File: src/gpd_pkg.sv
// Types and constants of the glyph point decoder.
// No dependencies.
package gpd_pkg;
  localparam int unsigned PtMax = 64;
  typedef logic [4:0] flag_t;
  typedef enum logic [1:0] {PH_IDLE, PH_FLAGS, PH_X, PH_Y} phase_t;
  localparam logic [7:0] FL_ON = 8'h01;
  localparam logic [7:0] FL_XS = 8'h02;
  localparam logic [7:0] FL_YS = 8'h04;
  localparam logic [7:0] FL_REP = 8'h08;
  localparam logic [7:0] FL_XSAME = 8'h10;
  localparam logic [7:0] FL_YSAME = 8'h20;
  typedef struct packed {
    logic [7:0] data_byte;
    logic       glyph_start;
    logic [6:0] point_count;
  } in_req_t;
  typedef struct packed {
    logic [5:0]  point_index;
    logic [15:0] x_coord;
    logic [15:0] y_coord;
    logic        on_curve;
    logic        tail_point;
    logic        overrun_error;
  } out_req_t;
endpackage

File: src/gpd_if.sv
// Valid/ready channel interface carrying one request.
// Depends on gpd_pkg.
interface gpd_in_if;
  logic valid;
  logic ready;
  gpd_pkg::in_req_t data;
  modport source(output valid, output data, input ready);
  modport sink(input valid, input data, output ready);
endinterface

interface gpd_out_if;
  logic valid;
  logic ready;
  gpd_pkg::out_req_t data;
  modport source(output valid, output data, input ready);
  modport sink(input valid, input data, output ready);
endinterface

File: src/gpd_fifo.sv
// Two-entry request queue between the in channel and the back part.
// Depends on gpd_pkg.
module gpd_fifo (
  input  logic             clk,
  input  logic             rst_n,
  input  logic             wr_valid,
  output logic             wr_ready,
  input  gpd_pkg::in_req_t wr_data,
  output logic             rd_valid,
  input  logic             rd_ready,
  output gpd_pkg::in_req_t rd_data
);
  gpd_pkg::in_req_t mem_r [2];
  logic             wp_r, rp_r;
  logic [1:0]       cnt_r;
  logic             wr, rd;
  assign wr_ready = (cnt_r != 2'd2);
  assign rd_valid = (cnt_r != 2'd0);
  assign rd_data  = mem_r[rp_r];
  assign wr = wr_valid && wr_ready;
  assign rd = rd_valid && rd_ready;
  always_ff @(posedge clk) begin
    if (wr) mem_r[wp_r] <= wr_data;
    if (!rst_n) begin
      wp_r <= 1'b0;
      rp_r <= 1'b0;
      cnt_r <= 2'd0;
    end else begin
      if (wr) wp_r <= !wp_r;
      if (rd) rp_r <= !rp_r;
      cnt_r <= cnt_r + {1'b0, wr} - {1'b0, rd};
    end
  end
endmodule

File: src/gpd_back.sv
// Back part: flag expansion, x and y decoding, point emission.
// Depends on gpd_pkg.
module gpd_back #(
  parameter int unsigned MAX_POINTS = 64
) (
  input  logic              clk,
  input  logic              rst_n,
  input  logic              req_valid,
  output logic              req_ready,
  input  gpd_pkg::in_req_t  req,
  output logic              res_valid,
  input  logic              res_ready,
  output gpd_pkg::out_req_t res
);
  localparam int unsigned AW = (MAX_POINTS > 1) ? $clog2(MAX_POINTS) : 1;

  gpd_pkg::flag_t flag_mem [MAX_POINTS];
  logic [15:0]    x_mem [MAX_POINTS];

  gpd_pkg::phase_t phase_r, phase_nxt;
  logic [6:0]  total_r, total_nxt, pc_r, pc_nxt;
  logic        rep_r, rep_nxt, hp_r, hp_nxt, ovr_r, ovr_nxt;
  gpd_pkg::flag_t cur_r, cur_nxt;
  logic [7:0]  hb_r, hb_nxt, rcnt_r, rcnt_nxt;
  logic [15:0] run_r, run_nxt;
  logic        fill_r, fill_nxt;
  gpd_pkg::out_req_t res_r, res_nxt;
  logic        rv_r, rv_nxt;
  gpd_pkg::flag_t f_rd_r;
  logic [15:0] x_rd_r;

  logic        take, fw_en, xw_en;
  logic [AW-1:0] fw_a, xw_a, ra, rd_a;
  gpd_pkg::flag_t fw_d, f;
  logic [15:0] xw_d;
  logic        ys, sh, sm, coord_ph, busy, done;
  logic [6:0]  cnt7, remain, pcv;
  logic [7:0]  b;

  assign ra = pc_r[AW-1:0];
  // The stores are read ahead into registers at the next point index.
  assign rd_a = pc_nxt[AW-1:0];
  assign f  = f_rd_r;
  assign coord_ph = (phase_r == gpd_pkg::PH_X) || (phase_r == gpd_pkg::PH_Y);
  assign ys = (phase_r == gpd_pkg::PH_Y);
  assign sh = ys ? f[2] : f[1];
  assign sm = ys ? f[4] : f[3];
  assign done = pc_r >= total_r;
  // Internal work steps run without a request: a repeat fill, a byte-less point or a pass end.
  assign busy = fill_r || (coord_ph && (done || (!sh && sm)));
  assign req_ready = !busy && !(rv_r && !res_ready);
  assign take = req_valid && req_ready;
  assign b = req.data_byte;
  assign remain = total_r - pc_r;
  assign res_valid = rv_r;
  assign res = res_r;

  always_comb begin
    phase_nxt = phase_r; total_nxt = total_r; pc_nxt = pc_r; rep_nxt = rep_r;
    hp_nxt = hp_r; ovr_nxt = ovr_r; cur_nxt = cur_r; hb_nxt = hb_r;
    run_nxt = run_r; fill_nxt = fill_r; rcnt_nxt = rcnt_r;
    fw_en = 1'b0; fw_a = ra; fw_d = cur_r; xw_en = 1'b0; xw_a = ra; xw_d = run_r;
    res_nxt = res_r; rv_nxt = rv_r && !res_ready;
    cnt7 = 7'd0; pcv = pc_r;
    if (fill_r) begin
      if (rcnt_r == 8'd0) begin
        fill_nxt = 1'b0;
        if (done) begin
          phase_nxt = gpd_pkg::PH_X; pc_nxt = '0; run_nxt = '0; hp_nxt = 1'b0;
        end
      end else begin
        fw_en = 1'b1; pc_nxt = pc_r + 7'd1; rcnt_nxt = rcnt_r - 8'd1;
      end
    end else if (coord_ph && done && !(rv_r && !res_ready)) begin
      pc_nxt = '0; run_nxt = '0; hp_nxt = 1'b0;
      phase_nxt = ys ? gpd_pkg::PH_IDLE : gpd_pkg::PH_Y;
    end else if (coord_ph && !done && !sh && sm) begin
      if (!ys) begin
        xw_en = 1'b1; pc_nxt = pc_r + 7'd1;
      end else if (!(rv_r && !res_ready)) begin
        rv_nxt = 1'b1; pc_nxt = pc_r + 7'd1;
        res_nxt = '{pc_r[5:0], x_rd_r, run_r, f[0], pc_r + 7'd1 == total_r, ovr_r};
      end
    end else if (take) begin
      if (req.glyph_start || phase_r == gpd_pkg::PH_FLAGS) begin
        if (req.glyph_start) begin
          cnt7 = req.point_count;
          if (cnt7 == 7'd0) cnt7 = 7'd1;
          if (cnt7 > 7'(MAX_POINTS)) cnt7 = 7'(MAX_POINTS);
          total_nxt = cnt7; pcv = '0; ovr_nxt = 1'b0; hb_nxt = '0; hp_nxt = 1'b0;
          run_nxt = '0; phase_nxt = gpd_pkg::PH_FLAGS; rep_nxt = 1'b0; cur_nxt = '0;
        end else cnt7 = total_r;
        if (rep_r && !req.glyph_start) begin
          rep_nxt = 1'b0;
          if ({1'b0, b} > {2'b0, remain}) begin
            rcnt_nxt = {1'b0, remain}; ovr_nxt = 1'b1;
          end else rcnt_nxt = b;
          fill_nxt = 1'b1;
        end else begin
          cur_nxt = {b[5], b[4], b[2:0]};
          fw_en = 1'b1; fw_a = pcv[AW-1:0]; fw_d = {b[5], b[4], b[2:0]};
          pc_nxt = pcv + 7'd1;
          rep_nxt = (b & gpd_pkg::FL_REP) != 8'd0;
          if (pcv + 7'd1 >= cnt7 && !rep_nxt) begin
            phase_nxt = gpd_pkg::PH_X; pc_nxt = '0;
          end
        end
      end else if (coord_ph && !done) begin
        if (sh) begin
          run_nxt = sm ? run_r + {8'd0, b} : run_r - {8'd0, b};
        end else if (!hp_r) begin
          hb_nxt = b; hp_nxt = 1'b1;
        end else begin
          hp_nxt = 1'b0; run_nxt = run_r + {hb_r, b};
        end
        if (sh || hp_r) begin
          pc_nxt = pc_r + 7'd1;
          if (!ys) begin
            xw_en = 1'b1; xw_d = run_nxt;
          end else begin
            rv_nxt = 1'b1;
            res_nxt = '{pc_r[5:0], x_rd_r, run_nxt, f[0],
                        pc_r + 7'd1 == total_r, ovr_r};
          end
        end
      end
    end
  end

  always_ff @(posedge clk) begin
    if (fw_en) flag_mem[fw_a] <= fw_d;
    if (xw_en) x_mem[xw_a] <= xw_d;
    if (fw_en && fw_a == rd_a) f_rd_r <= fw_d;
    else f_rd_r <= flag_mem[rd_a];
    if (xw_en && xw_a == rd_a) x_rd_r <= xw_d;
    else x_rd_r <= x_mem[rd_a];
    res_r <= res_nxt;
    hb_r <= hb_nxt; run_r <= run_nxt; cur_r <= cur_nxt; rcnt_r <= rcnt_nxt;
    if (!rst_n) begin
      phase_r <= gpd_pkg::PH_IDLE; total_r <= '0; pc_r <= '0; rep_r <= 1'b0;
      hp_r <= 1'b0; ovr_r <= 1'b0; fill_r <= 1'b0; rv_r <= 1'b0;
    end else begin
      phase_r <= phase_nxt; total_r <= total_nxt; pc_r <= pc_nxt; rep_r <= rep_nxt;
      hp_r <= hp_nxt; ovr_r <= ovr_nxt; fill_r <= fill_nxt; rv_r <= rv_nxt;
    end
  end
endmodule

File: src/glyph_point_decoder_unit.sv
// Top level of the glyph point decoder.
// Depends on gpd_pkg, gpd_if, gpd_fifo and gpd_back.
//
// The in channel carries one request per glyph data byte; glyph_start marks
// the first flag byte and brings the point count. The out channel gives one
// request per point with x, y, on-curve, last-point and overrun bits.
// Requests enter a two-entry queue, so the source may run ahead of decoding.
// A byte that finishes a point puts the point in the output register, so a
// y point passes the queue and then the output register before it is valid.
// Each flag repeat count runs a fill step per repeated point plus a closing
// step, and each byte-less point and the end of the x pass and of the y pass
// take an internal step; no byte is taken during these steps. Reset is
// synchronous and empties the queue and output register.
// When the receiver stalls, the output register holds and the back part
// takes no byte, while the queue keeps taking bytes until it is full.
module glyph_point_decoder_unit #(
  parameter int unsigned MAX_POINTS = 64
) (
  input logic clk,
  input logic rst_n,
  gpd_in_if.sink    in_ch,
  gpd_out_if.source out_ch
);
  logic             q_valid, q_ready;
  gpd_pkg::in_req_t q_data;

  gpd_fifo u_fifo (
    .clk(clk), .rst_n(rst_n),
    .wr_valid(in_ch.valid), .wr_ready(in_ch.ready), .wr_data(in_ch.data),
    .rd_valid(q_valid), .rd_ready(q_ready), .rd_data(q_data)
  );

  gpd_back #(.MAX_POINTS(MAX_POINTS)) u_back (
    .clk(clk), .rst_n(rst_n),
    .req_valid(q_valid), .req_ready(q_ready), .req(q_data),
    .res_valid(out_ch.valid), .res_ready(out_ch.ready), .res(out_ch.data)
  );
endmodule

File: src/flat_wrapper.sv
// flat-port wrapper written by rule: the top's interface ports become plain ports
module glyph_point_decoder_unit_flat 
#(
  parameter int unsigned MAX_POINTS = 64
)
  (clk, rst_n, in_ch_valid, in_ch_data, in_ch_ready, out_ch_valid, out_ch_data, out_ch_ready);
  gpd_in_if in_ch_i ();
  gpd_out_if out_ch_i ();
  input logic clk;
  input logic rst_n;
  input wire logic [$bits(in_ch_i.valid)-1:0] in_ch_valid;
  input wire logic [$bits(in_ch_i.data)-1:0] in_ch_data;
  output wire logic [$bits(in_ch_i.ready)-1:0] in_ch_ready;
  output wire logic [$bits(out_ch_i.valid)-1:0] out_ch_valid;
  output wire logic [$bits(out_ch_i.data)-1:0] out_ch_data;
  input wire logic [$bits(out_ch_i.ready)-1:0] out_ch_ready;
  assign in_ch_i.valid = in_ch_valid;
  assign in_ch_i.data = in_ch_data;
  assign in_ch_ready = in_ch_i.ready;
  assign out_ch_valid = out_ch_i.valid;
  assign out_ch_data = out_ch_i.data;
  assign out_ch_i.ready = out_ch_ready;
  glyph_point_decoder_unit #(.MAX_POINTS(MAX_POINTS)) u_core (.clk(clk), .rst_n(rst_n), .in_ch(in_ch_i), .out_ch(out_ch_i));
endmodule
File: config.mk
export PLATFORM = sky130hd
export DESIGN_NAME = glyph_point_decoder_unit_flat
export DESIGN_NICKNAME = d
export VERILOG_FILES = /design/src/gpd_pkg.sv /design/src/gpd_if.sv /design/src/gpd_fifo.sv /design/src/gpd_back.sv /design/src/glyph_point_decoder_unit.sv /design/src/flat_wrapper.sv
export SDC_FILE = /design/constraint.sdc
export NUM_CORES = 2
export LEC_CHECK = 0
export BUFFER_PORTS_ARGS = -buffer_cell sky130_fd_sc_hd__buf_4
export CAP_MARGIN = 20
export CORE_AREA = 3 3 322 324
export DETAILED_ROUTE_END_ITERATION = 16
export DIE_AREA = 0 0 325 327
export PLACE_DENSITY_LB_ADDON = 0.15
export RECOVER_POWER = 50
export SYNTH_ARGS = -nofsm -noshare
export SYNTH_HDL_FRONTEND = slang
export SYNTH_SLANG_ARGS = --single-unit
export TNS_END_PERCENT = 50
File: constraint.sdc
create_clock -name clk -period 9.5 [get_ports clk]
set_clock_uncertainty 0.2 [all_clocks]
set_input_delay 0.475 -clock clk [delete_from_list [all_inputs] [get_ports clk]]
set_output_delay 0.475 -clock clk [all_outputs]
set_load 0.01 [all_outputs]
==> results.sh <==
export IMPL_grt_pass1_vias=36620
export IMPL_die_y_um=327
export IMPL_clkTransAtPathRegs_ns=0.06
export IMPL_start_util_pct=61.56
export IMPL_cp_arrival_ns=9.16
export IMPL_start_kind="flop"
export IMPL_track_usage_pct=29.48
export IMPL_cts_buffer_depth=3
export IMPL_final_setup_viol_count=0
export IMPL_syn_nets=4476
export IMPL_vias_per_cell=6.299
export IMPL_whs_ns=0.2027
export IMPL_async_reset_ff_share_pct=0
export IMPL_synth_distinct_cells=83
export IMPL_die_w_um=325
export IMPL_required_ns=9.86
export IMPL_fin_crit_ns=8.800
export IMPL_antennaDiodeCount=0
export IMPL_cts_buffers_inserted=151
export IMPL_power_leakage_nw=23.93
export IMPL_power_w=0.02597
export IMPL_slew_violations=60
export IMPL_port_buffers=62
export IMPL_rows=117
export IMPL_seq_area_frac_synth_pct=71.45
export IMPL_core_mm2=0.1014
export IMPL_fin_area_mm2=0.06913
export IMPL_routabilityCongestion=0.9443
export IMPL_critPathCaptureType="flop"
export IMPL_fin_nets=4610
export IMPL_synth_edf_count=1454
export IMPL_grt_max_degree=140
export IMPL_die_area_mm2=0.1063
export IMPL_yosysTopAreaCell="edfxtp_1"
export IMPL_fmax_ghz=0.1136
export IMPL_avgSynthCellArea_um2=14.21
export IMPL_place_area_mm2=0.06468
export IMPL_synth_seq_cells=1502
export IMPL_drc_errors=0
export IMPL_cap_violations=4
export IMPL_synth_common_cells="edfxtp_1, nand2_1, nand3_1"
export IMPL_ir_drop_mv=0.3902
export IMPL_hp_class="reg -> reg"
export IMPL_clk_latency_ns=0.75
export IMPL_cts_tree="yes"
export IMPL_finalCritPeriodShare_pct=92.63
export IMPL_htree_levels=4
export IMPL_dp_final_hpwl_mm=93.69
export IMPL_criticalPathCategory="reg -> reg"
export IMPL_drive_above_1_share_pct=10.00
export IMPL_yosys_top_cells_area="edfxtp_1, nand2_1, mux2i_1, nand3_1, mux4_2"
export IMPL_grt_setup_unrepaired="no"
export IMPL_cts_root_buffer="clkbuf_16"
export IMPL_vias=37900
export IMPL_drt_iter0_drc=5156
export IMPL_grt_ovfl_total=0
export IMPL_status="finished with violations"
export IMPL_synth_area_mm2=0.06246
export IMPL_clock_sinks=1502
export IMPL_violations="max-capacitance violations, max-slew violations"
export IMPL_ant_nets=0
export IMPL_fill_cells=6988
export IMPL_tns_ns=0
export IMPL_synth_cells=4396
export IMPL_synth_top_area_share_pct=69.91
export IMPL_hold_viol=0
export IMPL_yosysMostFrequentCell="edfxtp_1"
export IMPL_antenna_found_initial=1
export IMPL_path_max_fanout=41
export IMPL_worstMarginPinSlew_ns=2.473
export IMPL_grt_pass1_wl_mm=233.9
export IMPL_area_delta_synth_final_pct=10.69
export IMPL_avgRoutedWirePerCell_um=26.08
export IMPL_powerDensity_mw_per_mm2=375.6
export IMPL_drt_pass1_iter_count=8
export IMPL_post_cts_buffers=0
export IMPL_wirelength_mm=156.9
export IMPL_slew_headroom_pct=-66.61
export IMPL_io_pins=63
export IMPL_yosys_warnings=0
export IMPL_synth_flop_cell="edfxtp_1"
-- power by group --
group          switching (W)  leakage, nW  internal (W)  total [W]
clock                0.00241         2.29       0.00325    0.00566
combinational        0.00767         8.11       0.00362     0.0113
sequential          0.000323         13.5       0.00869    0.00901
total                 0.0104         23.9        0.0156     0.0260
-- layout by cell type, fill, tap and decap left out, drive strengths merged, types with 55 or more instances in the layout --
cell | Yosys | routed
nand2 | 860 | 860
mux4 | 74 | 74
o21ai | 55 | 55
inv | 52 | 56
buf | 151 | 82
nand3 | 370 | 370
and3 | 119 | 119
clkbuf | 94 | 334
edfxtp | 1454 | 1454
a21oi | 65 | 65
mux2i | 215 | 215
ha | 57 | 57
mux2 | 66 | 66
nor2 | 231 | 231
-- sequential cells by signal, summed over array words and instances, names as in the netlist, 5 cells and up, named ones only --
register and count:
u_core.u_back.res 41, u_core.u_fifo.mem_r 32, u_core.u_back.cur_r 5, u_core.u_back.x_rd_r 16, u_core.u_back.x_mem 1024, u_core.u_back.total_r 7
u_core.u_back.hb_r 8, u_core.u_back.rcnt_r 8, u_core.u_back.run_r 16, u_core.u_back.pc_r 7, u_core.u_back.flag_mem 320
-- per-layer routing --
layer	up-vias	routed length [um]	global-route usage, %
met4	0	5725	11.36
li1	16810	-	-
met2	1920	74460	46.37
met5	-	0	0
met1	18870	62140	41.63
met3	296	14590	5.392
-- area by class of cell --
type,count,area [um^2],area share [%]
inverter,54,225.2,0.3258
tap,1368,1712,2.476
timing repair buffer,226,1383,2.000
multi-input combinational,2595,16490,23.85
clock inverter,62,531.8,0.7692
clock buffer,209,4163,6.022
sequential,1502,44630,64.56
-- worst paths after layout --
kind	startpoint	endpoint	slack, ns	cells past startpoint
min reg2reg	u_core.u_back.x_rd_r[5]$_DFF_P_	u_core.u_back.res[24]$_DFFE_PP_	0.20	0
min	u_core.u_back.x_rd_r[5]$_DFF_P_	u_core.u_back.res[24]$_DFFE_PP_	0.20	0
max	flop	u_core.u_back.x_rd_r[0]$_DFF_P_	0.70	17
max reg2reg	flop	u_core.u_back.x_rd_r[0]$_DFF_P_	0.70	17
-- cell families (layout without fill, tap and decap cells) --
group	Yosys count	after routing	share of synthesized area [%]
fa+ha+maj	60	60	1.238
flops	1502	1502	71.45
xor+xnor	53	53	0.7432
mux	355	355	7.304
simple gates	1748	1748	12.47
buf+inv	299	551	2.312
compound gates	379	379	4.488
-- critical path, cell delays in order (launching register included) --
cell     delay (ns)
dfxtp_4        0.88
buf_4          0.30
mux4_2         0.51
mux2i_1        0.33
mux4_2         0.36
nand2_1        0.08
o21ai_1        0.16
a32oi_4        0.20
o21ai_0        1.91
inv_4          0.33
a311o_1        0.47
a41oi_2        0.51
inv_2          0.20
nand2_1        0.18
or2_2          0.48
o32ai_1        0.32
nor4_1         0.86
nand4_1        0.24
-- what timing repair did --
action / in CTS / in global routing
hold buffers: 19 / 0
hold endpoints to repair: 58 / 0
resized for setup: 0 / 0
-- metrics by stage --
step	setup WS [ns]	instances	util [%]
floorplan	1.710	4396	-
global placement	1.236	5718	63.72
detailed placement	1.269	5724	63.76
CTS	1.261	6014	68.57
global route	0.4434	6016	68.14
finish	0.7004	6016	68.14
(Power assumes the default switching activity.)
